$ cat src/rtl/assert_macros.svh
// Assertion macros for the RTL of the process table.
`ifndef ASSERT_MACROS_SVH
`define ASSERT_MACROS_SVH

`ifndef SYNTH
// The condition must hold at every clock edge outside reset.
`define PST7_ASSERT_ALWAYS(lbl, cond, msg) \
  lbl: assert property (@(posedge clk) disable iff (rst) (cond)) else $error(msg);
// The consequent must hold in the cycle after the antecedent.
`define PST7_ASSERT_NEXT(lbl, ante, cons, msg) \
  lbl: assert property (@(posedge clk) disable iff (rst) (ante) |=> (cons)) else $error(msg);
`else
`define PST7_ASSERT_ALWAYS(lbl, cond, msg)
`define PST7_ASSERT_NEXT(lbl, ante, cons, msg)
`endif

`endif

$ cat src/rtl/pst7_pkg.sv
// Package with the types, codes and transition tables of the process table.
package pst7_pkg;

  localparam int unsigned TABLE_DEPTH_DEF = 16;

  localparam logic [3:0] REQ_CREATE     = 4'd0;
  localparam logic [3:0] REQ_LAST_EVENT = 4'd12;

  typedef enum logic [2:0] {
    ST_NEW        = 3'd0,
    ST_READY      = 3'd1,
    ST_RUNNING    = 3'd2,
    ST_WAITING    = 3'd3,
    ST_SUSP_READY = 3'd4,
    ST_SUSP_WAIT  = 3'd5,
    ST_TERMINATED = 3'd6
  } proc_state_t;

  typedef enum logic [1:0] {
    STAT_OK        = 2'd0,
    STAT_FULL      = 2'd1,
    STAT_NOT_FOUND = 2'd2,
    STAT_INVALID   = 2'd3
  } status_t;

  typedef struct packed {
    proc_state_t st;
    logic [3:0]  prio;
    logic [15:0] burst;
  } entry_t;

  function automatic proc_state_t ev_src(input logic [3:0] req);
    proc_state_t s;
    case (req)
      4'd1:    s = ST_NEW;
      4'd2:    s = ST_READY;
      4'd3:    s = ST_RUNNING;
      4'd4:    s = ST_RUNNING;
      4'd5:    s = ST_WAITING;
      4'd6:    s = ST_RUNNING;
      4'd7:    s = ST_READY;
      4'd8:    s = ST_SUSP_READY;
      4'd9:    s = ST_WAITING;
      4'd10:   s = ST_SUSP_WAIT;
      4'd11:   s = ST_SUSP_WAIT;
      4'd12:   s = ST_RUNNING;
      default: s = ST_NEW;
    endcase
    return s;
  endfunction

  function automatic proc_state_t ev_dst(input logic [3:0] req);
    proc_state_t s;
    case (req)
      4'd1:    s = ST_READY;
      4'd2:    s = ST_RUNNING;
      4'd3:    s = ST_READY;
      4'd4:    s = ST_WAITING;
      4'd5:    s = ST_READY;
      4'd6:    s = ST_TERMINATED;
      4'd7:    s = ST_SUSP_READY;
      4'd8:    s = ST_READY;
      4'd9:    s = ST_SUSP_WAIT;
      4'd10:   s = ST_SUSP_READY;
      4'd11:   s = ST_WAITING;
      4'd12:   s = ST_SUSP_READY;
      default: s = ST_NEW;
    endcase
    return s;
  endfunction

  function automatic logic is_suspended(input proc_state_t s);
    return (s == ST_SUSP_READY) || (s == ST_SUSP_WAIT);
  endfunction

endpackage

$ cat src/rtl/pst7_if.sv
// Valid/ready channel interfaces for requests and results of the process table.
interface pst7_req_if;
  logic        valid;
  logic        ready;
  logic [3:0]  req_type;
  logic [4:0]  proc_id;
  logic [3:0]  prio_in;
  logic [15:0] burst_in;

  modport source(output valid, req_type, proc_id, prio_in, burst_in, input ready);
  modport sink(input valid, req_type, proc_id, prio_in, burst_in, output ready);
endinterface

interface pst7_rsp_if;
  logic        valid;
  logic        ready;
  logic [1:0]  status;
  logic [4:0]  pid_out;
  logic [2:0]  old_state;
  logic [2:0]  new_state;
  logic        to_disk;
  logic        to_memory;
  logic [3:0]  prio_out;
  logic [15:0] burst_out;

  modport source(output valid, status, pid_out, old_state, new_state, to_disk, to_memory,
                 prio_out, burst_out, input ready);
  modport sink(input valid, status, pid_out, old_state, new_state, to_disk, to_memory,
               prio_out, burst_out, output ready);
endinterface

$ cat src/rtl/pst7_ram.sv
// Generic single-write, single-read RAM with a registered read port.
module pst7_ram #(
  parameter int unsigned WIDTH = 8,
  parameter int unsigned DEPTH = 16,
  localparam int unsigned AW = (DEPTH > 1) ? $clog2(DEPTH) : 1
) (
  input  logic             clk,
  input  logic             we,
  input  logic [AW-1:0]    waddr,
  input  logic [WIDTH-1:0] wdata,
  input  logic             re,
  input  logic [AW-1:0]    raddr,
  output logic [WIDTH-1:0] rdata
);

  logic [WIDTH-1:0] mem [DEPTH];

  always_ff @(posedge clk) begin
    if (we) begin
      mem[waddr] <= wdata;
    end
    if (re) begin
      rdata <= mem[raddr];
    end
  end

endmodule

$ cat src/rtl/process_state_table_7state.sv
// Top level of the seven-state process table.
//
// Requests arrive on the request channel (valid/ready, one transfer per item)
// and each one gives exactly one transfer on the result channel. A create
// request takes the next free slot and answers with its identifier; an
// event request looks up the slot of its identifier, checks the source
// state and moves the process to the target state.
// The table entries live in a RAM with a registered read port. A request is
// read from the RAM in the cycle it is taken and held in the request stage;
// it is resolved once the result register can take it, where the entry is
// written back and the result is registered. A request can be taken in
// every cycle while the receiver does not stall; a write-back that the
// following request's read missed is forwarded from a holding register.
// Reset empties the table: the slot count returns to zero and both channels
// go idle. The RAM itself is not cleared. When the receiver stalls, the
// result register holds its item and the pending request waits behind it;
// one more request is taken only if the request stage is empty or the
// result register frees up.
module process_state_table_7state #(
  parameter int unsigned TABLE_DEPTH = pst7_pkg::TABLE_DEPTH_DEF
) (
  input  logic       clk,
  input  logic       rst,
  pst7_req_if.sink   request,
  pst7_rsp_if.source result
);
  import pst7_pkg::*;

  localparam int unsigned AW = (TABLE_DEPTH > 1) ? $clog2(TABLE_DEPTH) : 1;
  localparam int unsigned UW = $clog2(TABLE_DEPTH + 1);
  localparam int unsigned WIDTH_E = $bits(entry_t);

  logic              s1_valid;
  logic [3:0]        s1_req;
  logic [4:0]        s1_pid;
  logic [3:0]        s1_prio;
  logic [15:0]       s1_burst;
  logic [AW-1:0]     s1_addr;
  logic [UW-1:0]     used_slots;
  logic [UW-1:0]     used_slots_next;
  logic              fwd_valid;
  logic [AW-1:0]     fwd_addr;
  entry_t            fwd_data;

  logic              res_valid;
  status_t           res_status;
  logic [4:0]        res_pid;
  proc_state_t       res_old;
  proc_state_t       res_new;
  logic              res_disk;
  logic              res_mem;
  logic [3:0]        res_prio;
  logic [15:0]       res_burst;

  status_t           status_next;
  logic [4:0]        pid_next;
  proc_state_t       old_next;
  proc_state_t       new_next;
  logic              disk_next;
  logic              mem_next;
  logic [3:0]        prio_next;
  logic [15:0]       burst_next;

  logic              accept;
  logic              s1_adv;
  logic [8:0]        rd_slot;
  logic [WIDTH_E-1:0] ram_rdata;
  entry_t            ent;
  logic              ram_we;
  logic [AW-1:0]     ram_waddr;
  entry_t            ram_wdata;
  logic              create_ok;
  logic [8:0]        used_ext;
  proc_state_t       src_st;
  proc_state_t       dst_st;

  assign s1_adv        = s1_valid && (!res_valid || result.ready);
  assign request.ready = !s1_valid || s1_adv;
  assign accept        = request.valid && request.ready;
  assign rd_slot       = {4'd0, request.proc_id} - 9'd1;

  pst7_ram #(
    .WIDTH (WIDTH_E),
    .DEPTH (TABLE_DEPTH)
  ) u_ram (
    .clk   (clk),
    .we    (ram_we),
    .waddr (ram_waddr),
    .wdata (ram_wdata),
    .re    (accept),
    .raddr (rd_slot[AW-1:0]),
    .rdata (ram_rdata)
  );

  assign ent      = (fwd_valid && (fwd_addr == s1_addr)) ? fwd_data : entry_t'(ram_rdata);
  assign used_ext = 9'(used_slots);
  assign src_st   = ev_src(s1_req);
  assign dst_st   = ev_dst(s1_req);

  always_comb begin
    status_next     = STAT_OK;
    pid_next        = 5'd0;
    old_next        = ST_NEW;
    new_next        = ST_NEW;
    disk_next       = 1'b0;
    mem_next        = 1'b0;
    prio_next       = 4'd0;
    burst_next      = 16'd0;
    ram_we          = 1'b0;
    ram_waddr       = s1_addr;
    ram_wdata       = ent;
    create_ok       = 1'b0;
    used_slots_next = used_slots;
    if (s1_req == REQ_CREATE) begin
      if (used_slots == UW'(TABLE_DEPTH)) begin
        status_next = STAT_FULL;
      end else begin
        create_ok       = 1'b1;
        pid_next        = 5'(used_ext + 9'd1);
        prio_next       = s1_prio;
        burst_next      = s1_burst;
        ram_we          = s1_adv;
        ram_waddr       = used_slots[AW-1:0];
        ram_wdata       = '{st: ST_NEW, prio: s1_prio, burst: s1_burst};
        used_slots_next = UW'(used_ext + 9'd1);
      end
    end else if (s1_req > REQ_LAST_EVENT) begin
      status_next = STAT_INVALID;
    end else if ((s1_pid == 5'd0) || ({4'd0, s1_pid} > used_ext)) begin
      status_next = STAT_NOT_FOUND;
    end else begin
      pid_next   = s1_pid;
      old_next   = ent.st;
      prio_next  = ent.prio;
      burst_next = ent.burst;
      if (ent.st != src_st) begin
        status_next = STAT_INVALID;
        new_next    = ent.st;
      end else begin
        new_next  = dst_st;
        disk_next = is_suspended(dst_st);
        mem_next  = is_suspended(src_st);
        ram_we    = s1_adv;
        ram_wdata = '{st: dst_st, prio: ent.prio, burst: ent.burst};
      end
    end
  end

  always_ff @(posedge clk) begin
    if (rst) begin
      s1_valid   <= 1'b0;
      res_valid  <= 1'b0;
      fwd_valid  <= 1'b0;
      used_slots <= '0;
    end else begin
      if (accept) begin
        s1_valid <= 1'b1;
      end else if (s1_adv) begin
        s1_valid <= 1'b0;
      end
      if (s1_adv) begin
        res_valid  <= 1'b1;
        used_slots <= used_slots_next;
      end else if (result.ready) begin
        res_valid <= 1'b0;
      end
      if (ram_we) begin
        fwd_valid <= 1'b1;
      end
    end
  end

  always_ff @(posedge clk) begin
    if (accept) begin
      s1_req   <= request.req_type;
      s1_pid   <= request.proc_id;
      s1_prio  <= request.prio_in;
      s1_burst <= request.burst_in;
      s1_addr  <= rd_slot[AW-1:0];
    end
    if (ram_we) begin
      fwd_addr <= ram_waddr;
      fwd_data <= ram_wdata;
    end
    if (s1_adv) begin
      res_status <= status_next;
      res_pid    <= pid_next;
      res_old    <= old_next;
      res_new    <= new_next;
      res_disk   <= disk_next;
      res_mem    <= mem_next;
      res_prio   <= prio_next;
      res_burst  <= burst_next;
    end
  end

  assign result.valid     = res_valid;
  assign result.status    = res_status;
  assign result.pid_out   = res_pid;
  assign result.old_state = res_old;
  assign result.new_state = res_new;
  assign result.to_disk   = res_disk;
  assign result.to_memory = res_mem;
  assign result.prio_out  = res_prio;
  assign result.burst_out = res_burst;

`include "assert_macros.svh"

  `PST7_ASSERT_ALWAYS(a_used_in_range, (used_slots <= UW'(TABLE_DEPTH)), "slot count beyond table depth")
  `PST7_ASSERT_ALWAYS(a_full_only_when_full, (!(res_valid && (res_status == STAT_FULL)) || (used_slots == UW'(TABLE_DEPTH))), "table full reported while slots remain")
  `PST7_ASSERT_NEXT(a_count_steady, (!(s1_adv && create_ok)), $stable(used_slots), "slot count changed without a create")

endmodule
$ cat src/flat_wrapper.sv
// flat-port wrapper written by rule: the top's interface ports become plain ports
module process_state_table_7state_flat import pst7_pkg::*;
#(
  parameter int unsigned TABLE_DEPTH = pst7_pkg::TABLE_DEPTH_DEF
)
  (clk, rst, request_valid, request_req_type, request_proc_id, request_prio_in, request_burst_in, request_ready, result_valid, result_status, result_pid_out, result_old_state, result_new_state, result_to_disk, result_to_memory, result_prio_out, result_burst_out, result_ready);
  pst7_req_if request_i ();
  pst7_rsp_if result_i ();
  input  logic clk;
  input  logic rst;
  input wire logic [$bits(request_i.valid)-1:0] request_valid;
  input wire logic [$bits(request_i.req_type)-1:0] request_req_type;
  input wire logic [$bits(request_i.proc_id)-1:0] request_proc_id;
  input wire logic [$bits(request_i.prio_in)-1:0] request_prio_in;
  input wire logic [$bits(request_i.burst_in)-1:0] request_burst_in;
  output wire logic [$bits(request_i.ready)-1:0] request_ready;
  output wire logic [$bits(result_i.valid)-1:0] result_valid;
  output wire logic [$bits(result_i.status)-1:0] result_status;
  output wire logic [$bits(result_i.pid_out)-1:0] result_pid_out;
  output wire logic [$bits(result_i.old_state)-1:0] result_old_state;
  output wire logic [$bits(result_i.new_state)-1:0] result_new_state;
  output wire logic [$bits(result_i.to_disk)-1:0] result_to_disk;
  output wire logic [$bits(result_i.to_memory)-1:0] result_to_memory;
  output wire logic [$bits(result_i.prio_out)-1:0] result_prio_out;
  output wire logic [$bits(result_i.burst_out)-1:0] result_burst_out;
  input wire logic [$bits(result_i.ready)-1:0] result_ready;
  assign request_i.valid = request_valid;
  assign request_i.req_type = request_req_type;
  assign request_i.proc_id = request_proc_id;
  assign request_i.prio_in = request_prio_in;
  assign request_i.burst_in = request_burst_in;
  assign request_ready = request_i.ready;
  assign result_valid = result_i.valid;
  assign result_status = result_i.status;
  assign result_pid_out = result_i.pid_out;
  assign result_old_state = result_i.old_state;
  assign result_new_state = result_i.new_state;
  assign result_to_disk = result_i.to_disk;
  assign result_to_memory = result_i.to_memory;
  assign result_prio_out = result_i.prio_out;
  assign result_burst_out = result_i.burst_out;
  assign result_i.ready = result_ready;
  process_state_table_7state #(.TABLE_DEPTH(TABLE_DEPTH)) u_core (.clk(clk), .rst(rst), .request(request_i), .result(result_i));
endmodule
$ cat config.mk
export PLATFORM = sky130hd
export DESIGN_NAME = process_state_table_7state_flat
export DESIGN_NICKNAME = d
export VERILOG_FILES = /design/src/rtl/pst7_pkg.sv /design/src/rtl/pst7_if.sv /design/src/rtl/pst7_ram.sv /design/src/rtl/process_state_table_7state.sv /design/src/flat_wrapper.sv
export VERILOG_INCLUDE_DIRS = /design/src /design/src/rtl
export SDC_FILE = /design/constraint.sdc
export NUM_CORES = 1
export LEC_CHECK = 0
export BUFFER_PORTS_ARGS = -buffer_cell sky130_fd_sc_hd__buf_2
export CAP_MARGIN = 5
export CORE_UTILIZATION = 55
export CTS_BUF_LIST = sky130_fd_sc_hd__clkbuf_2
export CTS_CLUSTER_SIZE = 40
export DETAILED_ROUTE_END_ITERATION = 8
export PLACE_DENSITY_LB_ADDON = 0.12
export SLEW_MARGIN = 10
export SYNTH_ARGS = -nofsm -noshare
export SYNTH_HDL_FRONTEND = slang
export SYNTH_SLANG_ARGS = --single-unit
export TNS_END_PERCENT = 100
$ cat constraint.sdc
create_clock -name clk -period 18.9 [get_ports clk]
set_input_delay 3.78 -clock clk [delete_from_list [all_inputs] [get_ports clk]]
set_output_delay 3.78 -clock clk [all_outputs]
set_load 0.05 [all_outputs]
# After elaboration in Yosys (flattened, before gate mapping)
# Memories as Yosys holds them, arrays and structs flattened. A register that Yosys moved wholly into a read port is not among the register bits.
# Cells that the tools add are included.
word_totals:
  reg_bits: 103
  ramBits: 368
  mem_bits_ro: 96
  in_bits: 33
  output_inout_bits: 37
  wordCells: 92
  mem_count: 3
memory_table:
  columns: ["name", "depth", "word_bits", "rd", "rd_clocked_by_memory_dff", "wr", "line", "source"]
  rows:
  - ["u_core.u_ram.mem", 16, 23, 1, 1, 1, "pst7_ram.sv:16", "logic [WIDTH-1:0] mem [DEPTH];"]
  - ["(name not given)", 16, 3, 1, 1, 0, "pst7_pkg.sv:54", "case (req)"]
  - ["(name not given)", 16, 3, 1, 1, 0, "pst7_pkg.sv:34", "case (req)"]
classes:
  addsub: 2
  magnitude_cmp: 2
  n_eq_ne: 7
  muxes: 39
  bitwise_logic: 1
  reduce_logical: 17
ops:
  columns: ["cell", "count"]
  rows:
  - ["$mux 23", 6]
  - ["$mux 16", 4]
  - ["$mux 4", 8]
  - ["$mux 5", 4]
  - ["$eq 3x3->1 const B", 4]
  - ["$mux 1", 12]
  - ["$mux 2", 4]
  - ["$add 5x1->5 const B", 1]
  - ["$eq 5x5->1 const B", 1]
  - ["$gt 5x5->1", 1]
  - ["$logic_not 5->1", 1]
  - ["$logic_or 1x1->1", 5]
  - ["$eq 4x4->1", 1]
  - ["$gt 4x4->1 const B", 1]
  - ["$logic_not 4->1", 1]
  - ["$reduce_bool 2->1", 2]
  - ["$reduce_or 4->1", 1]
  - ["$sub 4x1->4 const B", 1]
  - ["$logic_and 1x1->1", 3]
  - ["$mux 3", 1]
  - ["$ne 3x3->1", 1]
  - ["$reduce_and 3->1", 1]
  - ["$reduce_or 3->1", 1]
  - ["$logic_not 1->1", 2]
  - ["$not 1->1", 1]

# Longest topological paths before layout
logic_depth:
  ltp_word: 10
  ltp_mapped: 9
  mapped_depth_nobuf: 8

# Modules after synthesis
# A second synthesis with hierarchy kept.
hier_totals:
  hier_cells: 1005
  area_unflattened_um2: 19431.1
by_module_without_submodules:
  columns: ["module", "instances", "cells_each", "area_per_inst_um2", "seq_area_each_um2"]
  rows:
  - ["pst7_ram", 1, 608, 14538.9, 11741.3]
  - ["process_state_table_7state", 1, 397, 4892.2, 3133.0]

# Least setup slack after synthesis
# OpenSTA, ideal clock, no wires.
synth_timing:
  kind: "input-to-reg"
  start: "input result_ready"
  end: "memory u_core.u_ram.mem[4][0] (netlist name) (enable)"
  setup_time_ns: 0.470
  arrival_ns: 8.039
  t_required_ns: 18.430
  path_slack_ns: 10.391
  path_stages: 5
  n_path_buf: 1
  path_cell_list: "nor2b_1 > nor2b_1 > clkbuf_1 > nand3_1 > nor4b_1"
synth_between:
  elab_chain_cells: 8
  word_cells_on_any_way: 9
  cone_classes: "mux: 7; reduce/logical: 2"
synth_rtl:
  columns: ["element", "line", "source"]
  rows:
  - ["start: declaration", "flat_wrapper.sv:26", "input wire logic [$bits(result_i.ready)-1:0] result_ready;"]
  - ["$logic_or 1x1->1 *", "process_state_table_7state.sv:77", "assign s1_adv = s1_valid && (!res_valid || result.ready);"]
  - ["$logic_and 1x1->1 *", "process_state_table_7state.sv:77", null]
  - ["named net u_core.s1_adv", "process_state_table_7state.sv:65", "logic s1_adv;"]
  - ["$mux 1", "process_state_table_7state.sv:136", "if (ent.st != src_st) begin"]
  - ["$mux 1", "process_state_table_7state.sv:129", "end else if ((s1_pid == 5'd0) || ({4'd0, s1_pid} > used_ext)) begin"]
  - ["$mux 1", "process_state_table_7state.sv:127", "end else if (s1_req > REQ_LAST_EVENT) begin"]
  - ["$mux 1 *", "process_state_table_7state.sv:114", "if (s1_req == REQ_CREATE) begin"]
  - ["$mux 1 *", "pst7_ram.sv:19", "if (we) begin"]
  - ["$mux 1 (not written as such) *", "pst7_ram.sv:20", "mem[waddr] <= wdata;"]
  - ["end: declaration", "pst7_ram.sv:16", null]
# The timed path passes the listed nets; every way through them passes the cells marked *.

# Worst setup path in the final report
layout_timing:
  start: "input result_ready"
  end: "output request_ready"
layout_between:
  elab_chain_cells: 3
layout_rtl:
  columns: ["element", "line", "source"]
  rows:
  - ["$logic_or 1x1->1", "process_state_table_7state.sv:77", null]
  - ["$logic_and 1x1->1", "process_state_table_7state.sv:77", null]
  - ["$logic_or 1x1->1", "process_state_table_7state.sv:78", "assign request.ready = !s1_valid || s1_adv;"]
  - ["end: declaration", "flat_wrapper.sv:16", "output wire logic [$bits(request_i.ready)-1:0] request_ready;"]
# No other way between the ends.

==> implementation parameters <==
Parameter                              Value

Layout
  Area Growth Syn to Fin    12.0%
  Top library cells by usage in the layout, fill and taps aside    edfxtp_1, clkbuf_2, mux4_2
  Count of fill cells added during filler insertion    around 2500
  Nets    approximately 1200
  Commonest non-fill, non-tap cell in the layout    edfxtp_1
  Fraction of final layout cells sized beyond drive strength 1    0.354
  Core utilization of the finished layout    0.631

Power and ir drop
  Switching Fraction    0.251
  Register share of total power    0.591
  Internal power    ~1600 µW
  Net switching power figure    539 µW
  Leakage power    0.00733 µW
  Combinational group share of total power    0.084
  Clock network fraction of total power    0.326
  Maximum VDD drop    53.6 µV
  Power density cells    ~97 nW/µm²

Synthesis
  Combined area of all synthesized cells    19700 µm²
  Ys async rst share    0
  Primary FF master, synth    edfxtp_1
  Instance count of the mapped netlist    around 980
  Synth unique cells    48
  Count of synthesis-stage warnings from yosys    0
  Count of flip-flops with a built-in enable after synthesis    486
  Mean cell area of the mapped netlist    between 20 and 25 µm²
  Synthesized netlist net count    between 1000 and 1500
  Synthesized flop and latch total    500
  Register area share after synthesis    0.756

Place
  PortBufs    69
  Post-DP HPWL    23000 µm
  Routability congestion estimate from global placement    just under 0.8

Timing
  Ratio of final minimum period to clock period    0.439
  Max frequency    120 MHz
  Layout Skew    0.0792 ns
  Final Hold Viols    0
  Worst-case headroom to the max-slew limit    0.163
  Setup repair after global routing missed its margin    false
  Min Clock Period, post-route    8.30 ns
  Total Neg Setup Slack    0 ns
  Slew Limit Fails    0
  Slew at the pin with the worst max-slew slack    approximately 1.3 ns
  Number of setup violations in the final report    0

Clock network
  Root buf cell    clkbuf_2
  Number of gates given a new drive strength after cts    0
  Number of buffers inserted by post-CTS setup repair    0
  TritonCTS Buffers    between 100 and 150
  Number of buffers on the longest clock path    3
  CTS tree    yes
  Latest clock arrival within the worst-skew pair    1.01 ns
  H-tree depth    3
  Clk pin slew, worst setup/hold paths    around 0.11 ns
  Clock sink count    500
  Post-CTS Hold Buffers    0

Floorplan
  Die ar.    ~37000 µm²
  Std-Cell Rows    68
  Initial Util    0.564
  Core region area    about 35000 µm²
  Die span in y    191 µm
  Die width    ~190 µm
  Number of I/O pins    70

GRT
  Vias in the first global route    10600
  Aggregate global routing overflow    0
  Global-route total usage across every layer    0.242
  Wire length of the first global-routing pass    63300 µm
  Number of antenna violations at the first check in global routing    1
  Pin count of the biggest net entering global routing    54

Drt
  Detailed router's first-iteration violation count    851
  ANT nets after route    0
  Final wirelength    between 40000 and 50000 µm
  Routed length per placed instance    between 20 and 25 µm
  Via density per instance    5.92
  Post-detailed-route DRC marker count    0
  Via count    10200
  1st-pass router iterations    5

Hold path
  Source of the worst hold timing path    u_core.s1_burst[1]$_DFFE_PP_
  Tightest Hold Check Type    reg -> reg
  Hold Crit Depth    2
  Worst Hold Path EP    u_core.result.burst_out[1]$_DFFE_PP_

Setup path
  Type of element capturing the critical path    output pin
  Critical Path AT    4.52 ns
  Register-to-Register Setup Slack    roughly 15 ns
  Critical-path top delay cell    nor2b_1
  Worst Reg-to-Reg Cells    9
  Max FO, Critical Path    4
  CP startpoint kind    primary input
  Startpoint of the lowest-slack register-to-register path    u_core.used_slots[2]$_SDFFE_PP0P_
  Buffers & Inverters on Critical Path    2
  Critical Path, Cell by Cell    buf_2, nor2b_1, nand2_1, buf_2
  End of the worst register-to-register path    u_core.u_ram.mem[11][19]$_DFFE_PP_
  Worst stage delay on the critical path    just over 0.3 ns
  Crit-path leading delay family    simple AND/OR/NAND/NOR gates
  Logic depth of the worst path, buffers included    4
  Type of the worst setup path    in -> out
  Most used cell along the critical path    buf_2
  Data required time of the critical path    approximately 15 ns

Flow run
  MaxCap Viol Count    0

Outcome
  Run status    finished, final reports clean
## worst max-delay path by stage
stage / slack (ns) / startpoint / to
floorplan: 10.39 / result_ready / u_core.u_ram.mem[4][0]$_DFFE_PP_
global placement: 10.61 / result_ready / request_ready
detailed placement: 10.60 / result_ready / request_ready
CTS: 10.60 / result_ready / request_ready
global route: 10.55 / result_ready / request_ready
finish: 10.60 / result_ready / request_ready
## state kept, by name, indices dropped and copies added, names as in the netlist, 5 cells and up
| register | cells |
|---|---|
| u_core.u_ram.mem | 368 |
| u_core.fwd_data | 23 |
| u_core.u_ram.rdata | 23 |
| u_core.result.burst_out | 16 |
| u_core.s1_burst | 16 |
| u_core.result.pid_out | 5 |
| u_core.s1_pid | 5 |
| u_core.used_slots | 5 |
## stage by stage
step | setup WS (ns) | hold WS (ns) | std cells | cell area, µm² | power (µW)
floorplan | 10.39 | 0.471 | 977 | 19700 | 1420
global placement | 10.61 | 0.489 | 1495 | 20900 | 1470
detailed placement | 10.60 | 0.512 | 1495 | 20900 | 1470
CTS | 10.60 | 0.527 | 1715 | 22000 | 2170
global route | 10.55 | 0.539 | 1716 | 22000 | 2240
finish | 10.60 | 0.521 | 1716 | 22000 | 2150
## logic make-up after synthesis
| kind of cell | count (synthesis) | synth area share |
|---|---|---|
| AOI/OAI and AO/OA | 89 | 0.0272 |
| xor gates and xnor gates | 11 | 0.00490 |
| adders and majority gates | 14 | 0.00891 |
| buffers and inverters | 64 | 0.0125 |
| DFF | 500 | 0.756 |
| muxes | 148 | 0.149 |
| and+or+nand+nor | 151 | 0.0409 |
## worst register-to-register path, delay by kind of cell (launching register included)
| kind | cells | cell delay (ns) |
|---|---|---|
| buffers and inverters | 3 | 0.91 |
| adders and majority gates | 1 | 0.31 |
| AOI/OAI and AO/OA | 3 | 0.91 |
| DFF | 1 | 0.56 |
| and+or+nand+nor | 2 | 1.19 |
## synth_stat cells (all sizes together) (5+ instances only)
cell type / n / area, µm²
mux2i: 29 / 290
clkbuf: 32 / 120
buf: 13 / 53.8
o21ai: 32 / 160
xnor2: 8 / 70.1
o31ai: 12 / 90.1
ha: 14 / 175
nand3: 10 / 50.1
nor4: 12 / 90.1
inv: 19 / 71.3
mux4: 116 / 2610
a21oi: 25 / 125
nand2b: 9 / 56.3
nand2: 38 / 143
nor2: 39 / 146
nor4b: 8 / 70.1
nand4: 5 / 31.3
dfxtp: 14 / 280
edfxtp: 486 / 14600
nor3: 5 / 30.0
## layout make-up
type | count | area [µm²] | area share
antenna | 1 | 2.50 | 0.000114
clock buffer | 168 | 841 | 0.0382
clock inverter | 52 | 287 | 0.0130
inverter | 19 | 71.3 | 0.00324
multi-input combinational | 413 | 4740 | 0.215
sequential | 500 | 14900 | 0.675
tap | 455 | 569 | 0.0258
timing repair buffer | 108 | 644 | 0.0293
## power by group through the flow
stage	Clock [µW]	Sequential, µW	Combinational, µW
2_1_floorplan	0	1310	111
3_3_place_gp	0	1290	176
3_5_place_dp	0	1290	181
4_1_cts	722	1270	181
5_1_grt	776	1270	195
6_report	699	1270	180
## per-layer routing
metal  part of all wire  wire [µm]  vias to the layer above  global-route usage
met5                  0          0                        -                   0
met4              0.021        867                        0              0.0873
met3              0.071       2990                       72              0.0499
met2               0.49      20800                      400               0.389
met1               0.41      17400                     5189               0.331
li1                   -          -                     4492                   -
No activity file was read; power rests on OpenSTA's default activity.
